$ cat config.mk
export PLATFORM = sky130hd
export DESIGN_NAME = max_heap_sorter
export DESIGN_NICKNAME = d
export VERILOG_FILES = /design/src/rtl/mhs_pkg.sv /design/src/rtl/max_heap_sorter.sv /design/src/rtl/mhs_cell.sv
export SDC_FILE = /design/constraint.sdc
export NUM_CORES = 2
export LEC_CHECK = 0
export BUFFER_PORTS_ARGS = -buffer_cell sky130_fd_sc_hd__buf_2
export CORE_MARGIN = 2
export CORE_UTILIZATION = 50
export CTS_CLUSTER_DIAMETER = 30
export CTS_CLUSTER_SIZE = 10
export DETAILED_ROUTE_END_ITERATION = 16
export PLACE_DENSITY = 0.65
export SLEW_MARGIN = 15
export SYNTH_ARGS = -nofsm -noshare
export SYNTH_HDL_FRONTEND = slang
export SYNTH_SLANG_ARGS = --single-unit
$ cat constraint.sdc
create_clock -name clk -period 11.1 [get_ports clk]
set_input_delay 0.555 -clock clk [delete_from_list [all_inputs] [get_ports clk]]
set_output_delay 0.555 -clock clk [all_outputs]
set_load 0.05 [all_outputs]
$ cat src/rtl/mhs_pkg.sv
// mhs_pkg: shared types for the sorter and its cells
// no dependencies

package mhs_pkg;

  localparam int unsigned VALUE_W = 32;

  typedef logic signed [VALUE_W-1:0] value_t;

  // input request payload
  typedef struct packed {
    value_t value;
    logic   last;
  } in_t;

  // result request payload
  typedef struct packed {
    value_t sorted_value;
    logic   final_res;
    logic   overflow;
  } out_t;

  // commands broadcast to every cell
  typedef struct packed {
    logic   ins;
    logic   shift;
    value_t value;
  } cell_ctrl_t;

endpackage

$ cat src/rtl/max_heap_sorter.sv
// max_heap_sorter: top level, sorts a set of signed values with a chain of cells
// depends on mhs_pkg and mhs_cell
//
//   channel | ports                         | payload
//   input   | in_valid, in_ready, in_data   | in_t  (value, last)
//   result  | out_valid, out_ready, out_data| out_t (sorted_value, final_res, overflow)
//
// an input request is taken whenever in_ready is high: every cell compares against the value
// and the chain opens a gap at the sorted position in that same cycle
// after the request marked last, the set drains one result per accepted cycle
// from slot 0 until every stored value is out; no input is taken while draining
// rst_n (synchronous, active low) empties the chain and clears the overflow flag
// a stalled result holds the chain still; values past DEPTH are dropped

module max_heap_sorter
  import mhs_pkg::*;
#(
  parameter int unsigned DEPTH = 32
) (
  input  logic clk,
  input  logic rst_n,
  input  logic in_valid,
  output logic in_ready,
  input  in_t  in_data,
  output logic out_valid,
  input  logic out_ready,
  output out_t out_data
);

  localparam int unsigned CW = $clog2(DEPTH + 1);

  typedef enum logic {
    ST_LOAD,
    ST_DRAIN
  } state_t;

  state_t        state_r;
  logic [CW-1:0] count_r;
  logic          dropped_r;

  logic          in_acc;
  logic          out_acc;
  logic          full;
  cell_ctrl_t    ctrl;

  value_t        cell_value [DEPTH];
  logic          cell_gt    [DEPTH];

  assign in_ready  = (state_r == ST_LOAD);
  assign out_valid = (state_r == ST_DRAIN);
  assign in_acc    = in_valid && in_ready;
  assign out_acc   = out_valid && out_ready;
  assign full      = (count_r == CW'(DEPTH));

  // broadcast to the chain
  assign ctrl.ins   = in_acc && !full;
  assign ctrl.shift = out_acc;
  assign ctrl.value = in_data.value;

  // result from slot 0
  assign out_data.sorted_value = cell_value[0];
  assign out_data.final_res    = (count_r == CW'(1));
  assign out_data.overflow     = dropped_r;

  // chain of cells
  for (genvar i = 0; i < DEPTH; i++) begin : g_cell
    value_t lv;
    logic   lg;
    value_t rv;
    if (i == 0) begin : g_first
      assign lv = in_data.value;
      assign lg = 1'b0;
    end else begin : g_mid
      assign lv = cell_value[i-1];
      assign lg = cell_gt[i-1];
    end
    if (i == DEPTH - 1) begin : g_end
      assign rv = cell_value[i];
    end else begin : g_inner
      assign rv = cell_value[i+1];
    end
    mhs_cell #(
      .IDX (i),
      .CW  (CW)
    ) u_cell (
      .clk         (clk),
      .ctrl        (ctrl),
      .count       (count_r),
      .left_value  (lv),
      .left_gt     (lg),
      .right_value (rv),
      .value       (cell_value[i]),
      .gt          (cell_gt[i])
    );
  end

  // load and drain sequencing
  always_ff @(posedge clk) begin
    if (!rst_n) begin
      state_r   <= ST_LOAD;
      count_r   <= '0;
      dropped_r <= 1'b0;
    end else begin
      unique case (state_r)
        ST_LOAD: begin
          if (in_acc) begin
            if (full) begin
              dropped_r <= 1'b1;
            end else begin
              count_r <= count_r + CW'(1);
            end
            if (in_data.last) begin
              state_r <= ST_DRAIN;
            end
          end
        end
        ST_DRAIN: begin
          if (out_acc) begin
            count_r <= count_r - CW'(1);
            if (count_r == CW'(1)) begin
              state_r   <= ST_LOAD;
              dropped_r <= 1'b0;
            end
          end
        end
        default: begin
          state_r <= ST_LOAD;
        end
      endcase
    end
  end

  // count never goes past capacity
  a_count_bound: assert property (@(posedge clk) disable iff (!rst_n)
    count_r <= CW'(DEPTH))
    else $error("element count beyond capacity");

  // a drain never starts on an empty set
  a_drain_nonempty: assert property (@(posedge clk) disable iff (!rst_n)
    $rose(out_valid) |-> count_r != '0)
    else $error("drain started with no values");

  // the final result ends the drain
  a_final_ends: assert property (@(posedge clk) disable iff (!rst_n)
    out_acc && out_data.final_res |=> !out_valid && in_ready)
    else $error("drain continued past final result");

  // results come out in ascending order
  a_ascending: assert property (@(posedge clk) disable iff (!rst_n)
    out_acc && !out_data.final_res |=>
      out_valid && (out_data.sorted_value >= $past(out_data.sorted_value)))
    else $error("results out of order");

  // overflow flag is the same on every result of a set
  a_ovf_steady: assert property (@(posedge clk) disable iff (!rst_n)
    out_acc && !out_data.final_res |=> out_data.overflow == $past(out_data.overflow))
    else $error("overflow flag changed within a set");

endmodule

$ cat src/rtl/mhs_cell.sv
// mhs_cell: one slot of the sorted chain, holds a single value
// depends on mhs_pkg

module mhs_cell
  import mhs_pkg::*;
#(
  parameter int unsigned IDX = 0,
  parameter int unsigned CW  = 6
) (
  input  logic            clk,
  input  cell_ctrl_t      ctrl,
  input  logic [CW-1:0]   count,
  input  value_t          left_value,
  input  logic            left_gt,
  input  value_t          right_value,
  output value_t          value,
  output logic            gt
);

  value_t value_r;
  value_t value_nxt;
  logic   valid;

  // slots at or beyond the count are empty and order as plus infinity
  assign valid = (CW'(IDX) < count);
  assign gt    = !valid || (value_r > ctrl.value);
  assign value = value_r;

  // insert: shift up behind the new value; drain: shift down toward slot 0
  always_comb begin
    value_nxt = value_r;
    if (ctrl.ins) begin
      if (left_gt) begin
        value_nxt = left_value;
      end else if (gt) begin
        value_nxt = ctrl.value;
      end
    end else if (ctrl.shift) begin
      value_nxt = right_value;
    end
  end

  always_ff @(posedge clk) begin
    value_r <= value_nxt;
  end

endmodule
Yosys cells after proc, flatten, opt, wreduce, memory -nomap -nowiden:

Cells that the tools add are included.

* register bits after elaboration: 1032
* bits in latches: 0
* RAM bits: 0
* memory bits (read-only): 0
* input bits: 37
* output and inout bits: 36
* word-level logic and storage cells: 383
* memories: 0

* add/subtract/negate cells: 2
* $mul: 0
* div/mod/pow operators: 0
* $lt $le $gt $ge: 64
* equal/unequal tests: 38
* shift-type cells: 0
* muxes and demuxes: 139
* bitwise gates (word level): 1
* reductions and logical operators: 104

Operator list (count)
* 2-to-1 mux 32 bit: 125
* greater-than comparator 32 bit: 32
* < comparator 5 x 6 -> 1 bit, first input constant: 16
* != test 3 x 1 -> 1 bit, second input constant: 30
* AND reduction 2 bit: 32
* < comparator 4 x 6 -> 1 bit, first input constant: 8
* logical NOT 1 bit: 33
* logical OR 1 bit: 32
* < comparator 3 x 6 -> 1 bit, first input constant: 4
* 2-to-1 mux 6 bit: 3
* < comparator 1 x 6 -> 1 bit, first input constant: 2
* < comparator 2 x 6 -> 1 bit, first input constant: 2
* one-hot mux 6 bit (2 select lines): 1
* 2-to-1 mux 1 bit: 8
* != test 2 x 1 -> 1 bit, second input constant: 4
* adder 6 x 1 -> 6 bit, second input constant: 1
* equality test 6 x 1 -> 1 bit, second input constant: 1
* equality test 6 bit, second input constant: 1
* subtractor 6 x 1 -> 6 bit, second input constant: 1
* != test 2 bit, second input constant: 2
* one-hot mux 1 bit (2 select lines): 2
* AND reduction 4 bit: 1
* nonzero test 2 bit: 2
* logical AND 1 bit: 3
* other kinds (2): 2

Longest topological paths before layout:

* word-level depth: 6
* mapped depth: 12
* mapped depth without buffers: 10

Hierarchy:

Synthesis repeated with hierarchy kept, for this count alone.

* cells, all modules: 8623
* area total of the unflattened synthesis: 81125.3 um^2

By module, submodules not included
* mhs_cell at g_cell[0].u_cell ...: instances 5, cells an instance 272, area each 2528.7 um^2, sequential area each 960.9 um^2
* mhs_cell at g_cell[21].u_cell ...: instances 3, cells an instance 271, area each 2529.9 um^2, sequential area each 960.9 um^2
* mhs_cell at g_cell[10].u_cell ...: instances 2, cells an instance 271, area each 2531.2 um^2, sequential area each 960.9 um^2
* mhs_cell at g_cell[12].u_cell ...: instances 2, cells an instance 272, area each 2529.9 um^2, sequential area each 960.9 um^2
* mhs_cell at g_cell[13].u_cell ...: instances 2, cells an instance 270, area each 2524.9 um^2, sequential area each 960.9 um^2
* mhs_cell at g_cell[17].u_cell: instances 1, cells an instance 259, area each 2538.7 um^2, sequential area each 960.9 um^2
* mhs_cell at g_cell[26].u_cell: instances 1, cells an instance 272, area each 2531.2 um^2, sequential area each 960.9 um^2
* mhs_cell at g_cell[25].u_cell: instances 1, cells an instance 271, area each 2528.7 um^2, sequential area each 960.9 um^2
* mhs_cell at g_cell[9].u_cell: instances 1, cells an instance 272, area each 2527.4 um^2, sequential area each 960.9 um^2
* mhs_cell at g_cell[19].u_cell: instances 1, cells an instance 271, area each 2526.2 um^2, sequential area each 960.9 um^2
* mhs_cell at g_cell[5].u_cell: instances 1, cells an instance 270, area each 2526.2 um^2, sequential area each 960.9 um^2
* mhs_cell at g_cell[27].u_cell: instances 1, cells an instance 270, area each 2523.7 um^2, sequential area each 960.9 um^2
* mhs_cell at g_cell[23].u_cell: instances 1, cells an instance 270, area each 2522.4 um^2, sequential area each 960.9 um^2
* mhs_cell at g_cell[31].u_cell: instances 1, cells an instance 269, area each 2514.9 um^2, sequential area each 960.9 um^2
* 10 more rows

Least setup slack after synthesis:

No wires, ideal clock.

* kind: input port to flip-flop
* from: input port in_data[22] in the netlist's numbering
* to: register g_cell[27].u_cell.value_r[0], enable pin
* library setup time: 441 ps
* arrival: 5154 ps
* required time: 10659 ps
* slack: 5505 ps
* cell stages on the path: 11
* path buffers: 2
* cells stage by stage: inv_1 ha_1 a21o_1 a21o_1 a221o_1 a2111o_1 a2111oi_0 nor3_1 buf_2 buf_2 a31oi_1

* word-level cells in the longest chain between the ends: 4
* elaborated cells between the ends (all ways): 6
* classes of those cells: order compare (2); eq/ne (1); reduce/logical (3)

Ends and longest elaborated chain
* from (decl): RTL line max_heap_sorter.sv:24 `input in_t in_data,`
* greater-than comparator 32 bit: RTL line mhs_cell.sv:26 `assign gt = !valid || (value_r > ctrl.value);`
* logical OR 1 bit: RTL line mhs_cell.sv:26
* != test 3 x 1 -> 1 bit (no source line) (*)
* AND reduction 2 bit (no source line) (*)
* to (signal assigned): RTL line mhs_cell.sv:44 `value_r <= value_nxt;`
* to (decl): RTL line mhs_cell.sv:20 `value_t value_r;`

Mark *: on every way between the ends. The rest lies on a longest branch, timed or not.
A chain may end at the register's enable or synchronous reset.

Worst setup path after layout:

* from: register count_r[1]
* to: register g_cell[27].u_cell.value_r[12], enable pin

* word-level cells in the longest chain between the ends: 5
* elaborated cells between the ends (all ways): 12
* classes of those cells: order compare (2); eq/ne (2); reduce/logical (8)

Ends and longest elaborated chain
* from (decl): RTL line max_heap_sorter.sv:38 `logic [CW-1:0] count_r;`
* from (signal assigned): RTL line max_heap_sorter.sv:110 `count_r <= count_r + CW'(1);`
* from (signal assigned): RTL line max_heap_sorter.sv:119 `count_r <= count_r - CW'(1);`
* < comparator 5 x 6 -> 1 bit or equality test 6 bit (tied branches): RTL line mhs_cell.sv:25, max_heap_sorter.sv:53
* logical NOT 1 bit, on equally long branches: RTL line mhs_cell.sv:26, max_heap_sorter.sv:56
* logical OR 1 bit or logical AND 1 bit (tied branches): RTL line mhs_cell.sv:26, max_heap_sorter.sv:56
* != test 3 x 1 -> 1 bit (no source line) or nonzero test 2 bit (tied branches)
* AND reduction 2 bit (no source line) (*)

Marked as above.

==> metrics.md <==
| Metric | Value |
|---|---|
| Slew @ Worst Pin | 1.269 ns |
| First-pass GRT wire length | 440800 µm |
| Post-synthesis sequential area ratio | 41.63% |
| # placed instances | 8930 |
| CTS tree | built |
| Cell taking the most area after synthesis | edfxtp_1 |
| Switching power | 5.640 mW |
| Non-Filler Instances | 9480 |
| Synth Instances | 7287 |
| Grt ovf | 0 |
| Top post-synthesis cells by area | edfxtp_1 (41%), ha_1 (17%), a221o_1 (11%) |
| Final setup violation count | 0 |
| Routed Antenna Nets | 0 |
| Sequential power share | 31.8% |
| Slew Limit Headroom | 15.20% |
| Sw Ratio | 30.54% |
| Die H | 389.4 µm |
| RSZ-0062 raised after global routing | false |
| I/O pins | 73 |
| Num CTS Buffers | 309 |
| Final nets | 8385 |
| Cell Chain, Critical Path | inv_1 > ha_1 > nand2_1 > nor2_1 > nor2b_4 > buf_12 > buf_4 > a31oi_4 > buf_16 |
| Fin. Hold Viols | 0 |
| Yosys cell types | 62 |
| Routed wire per std cell | 32.43 µm |
| Peak supply drop | 0.1871 mV |
| Largest net degree at the start of global routing | 239 |
| Crit end category | flop |
| Tmin final | 5.193 ns |
| Final Cycle Share | 46.78% |
| H-Tree Depth | 5 |
| Top_reg_cell synth | edfxtp_1 |
| Flip-flop and latch count after synthesis | 1032 |
| Total negative setup slack | 0 ns |
| Chip width | 389.4 µm |
| Clock Skews | 0.05612 ns |
| Register area | 0.03091 mm² |
| Total leakage power | 37.35 nW |
| PostCTS Resize Cnt | 0 |
| Vias | 67610 |
| Int Pwr | 12.83 mW |
| Crit path DAT | 5.83 ns |
| # DRC | 0 |
| Post-synth EDFFs | 1024 |
| Hold_buf cts | 2 |
| Share of layout cells above drive strength 1 | 11.03% |
| Reg clk slew, reported paths | 0.04 ns |
| Initial DRC count | 10120 |
| Core Rows | 141 |
| Max-Cap Viols | 0 |
| HPWL after detailed placement | 207500 µm |
| Clock sink count | 1032 |
| Vias per Instance | 7.132 |
| Fmax | 192.6 MHz |
| Clk pwr share | 48.2% |
| Number of global-route vias before repair | 64700 |
| Multi-input logic area | 0.04189 mm² |
| Drt first pass iters | 7 |
| Worst EP required | 11.73 ns |
| Hold crit path type | in -> reg |
| CTS root buf | clkbuf_16 |
| Total core area | 0.1477 mm² |
| Synth Net Count | 8351 |
| Post-Syn Area | 0.07425 mm² |
| Gpl congestion | 1.000 |
| FILL cells | 12300 |
| Final slew viol count | 0 |
| CP max FO | 160 |
| Status | finished, final reports clean |
| Post-Route WL | 307400 µm |
| Yosys warning count | 0 |
| Pwr Density | 210.5 mW/mm² |
| Post-synth ARST share | 0% |
| Initial antenna violation count | 15 |
| Buffers added on ports | 72 |
| Slowest CP cell | buf_4 |
| Crit Path Class | reg -> reg |
| Synth top area share | 41.41% |
| Initial Util | 50.28% |
| Syn_area_per_cell | 10.19 µm² |
| Total GRT Usage | 39.33% |
| Combinational power share | 20.1% |
| Max incr delay on CP | 0.86 ns |
| Clk_lat worst skew | 0.89 ns |
| Clock Path Buffers | 4 |
| P&R area growth vs syn | 18.15% |
| Post-CTS setup buffer count | 0 |
| Total die area | 0.1516 mm² |
| Total power | 18.47 mW |
| Startpoint Class | flop |
through the flow:
stage	setup WS [ns]	util [%]	hold WS, ns	instance area (µm²)
after global placement	5.400	52.25	0.5714	77160
after floorplan	5.505	-	0.4380	74250
after CTS	5.884	59.24	0.03682	87480
final	5.907	59.41	0.08984	87720
after detailed placement	5.307	52.28	0.5805	77200
after global routing	5.760	59.39	0.06209	87700
state kept, by name (all words and copies together), names as in the netlist:
register / count
count_r: 6
dropped_r: 1
g_cell.u_cell.value: 1024
out_valid: 1
path summary, 6_finish.rpt:
| check | slack [ns] | cells after the start | to | startpoint |
|---|---|---|---|---|
| worst max-delay path | 5.91 | 9 | g_cell[27].u_cell.value[12]$_DFFE_PP_ | count_r[1]$_SDFFE_PN0P_ |
| worst min-delay path | 0.09 | 2 | count_r[5]$_SDFFE_PN0P_ | rst_n |
| worst max register to register | 5.91 | 9 | g_cell[27].u_cell.value[12]$_DFFE_PP_ | count_r[1]$_SDFFE_PN0P_ |
| worst min register to register | 0.59 | 1 | g_cell[0].u_cell.value[21]$_DFFE_PP_ | g_cell[1].u_cell.value[21]$_DFFE_PP_ |
cell usage after synthesis (96+ instances only):
master    instances
a21o_1          180
a21oi_1         466
a221o_1         831
buf_2           132
clkbuf_1        365
edfxtp_1       1024
ha_1           1027
inv_1            99
mux2i_1          96
nand2_1         933
nand3_1         121
nand4_1         192
nor2_1          955
nor2b_1         111
o21ai_0         170
area by class of cell:
type / instances / share of cell area [%]
Multi-Input combinational cell: 5646 / 47.76
Sequential cell: 1032 / 35.24
Clock buffer: 360 / 9.154
Tap cell: 1930 / 2.753
Clock inverter: 172 / 2.542
Timing Repair Buffer: 233 / 2.111
Inverter: 99 / 0.4236
Antenna cell: 8 / 0.02282
critical path: cells and delay by family, from the launching register on:
kind | cells | cell delay (ns)
buffers and inverters | 4 | 1.96
AOI/OAI and AO/OA | 1 | 0.54
adders and majority gates | 1 | 0.46
DFF | 1 | 0.68
and+or+nand+nor | 3 | 1.10
routing by layer:
| metal | vias up | routed length (µm) | GRT usage (%) |
|---|---|---|---|
| met3 | 1220 | 39930 | 11.97 |
| li1 | 28780 | - | - |
| met2 | 4820 | 130100 | 57.63 |
| met4 | 10 | 23280 | 26.02 |
| met1 | 32780 | 114100 | 50.09 |
| met5 | - | 58 | 0 |
cells by family (layout without fill, tap and decap cells):
| logic type | Yosys count | after routing | share of synthesized area [%] |
|---|---|---|---|
| AOI/OAI and AO/OA | 1952 | 1952 | 20.69 |
| xor gates and xnor gates | 5 | 5 | 0.05898 |
| adders and majority gates | 1027 | 1027 | 17.31 |
| buffers and inverters | 609 | 864 | 3.337 |
| DFF | 1032 | 1032 | 41.63 |
| muxes | 128 | 128 | 1.780 |
| other | 0 | 8 | 0 |
| and+or+nand+nor | 2534 | 2534 | 15.20 |
cells in the final DEF, fill, tap and decap left out, types with 49 or more instances in the layout:
| cell | n |
|---|---|
| nor4bb_1 | 49 |
| a21o_1 | 180 |
| nand3_1 | 121 |
| nor2_1 | 916 |
| clkbuf_16 | 314 |
| mux2i_1 | 96 |
| edfxtp_1 | 1024 |
| nand2_1 | 933 |
| and3_1 | 68 |
| inv_1 | 68 |
| nand4_1 | 192 |
| clkinv_1 | 50 |
| ha_1 | 1027 |
| a21oi_1 | 463 |
| buf_4 | 143 |
| a221o_1 | 831 |
| nor2b_1 | 110 |
| bufinv_16 | 54 |
| o21ai_0 | 168 |
| and4_1 | 49 |
| buf_2 | 71 |
power groups by stage:
| stage | combinational, mW | clock [mW] | sequential (mW) |
|---|---|---|---|
| finish | 3.71 | 8.89 | 5.87 |
| global route | 4.01 | 9.11 | 5.87 |
| CTS | 3.57 | 8.89 | 5.83 |
| detailed placement | 3.55 | 0 | 5.88 |
| global placement | 3.42 | 0 | 5.89 |
| floorplan | 2.41 | 0 | 5.52 |
Power figures use the tool's default switching activity.
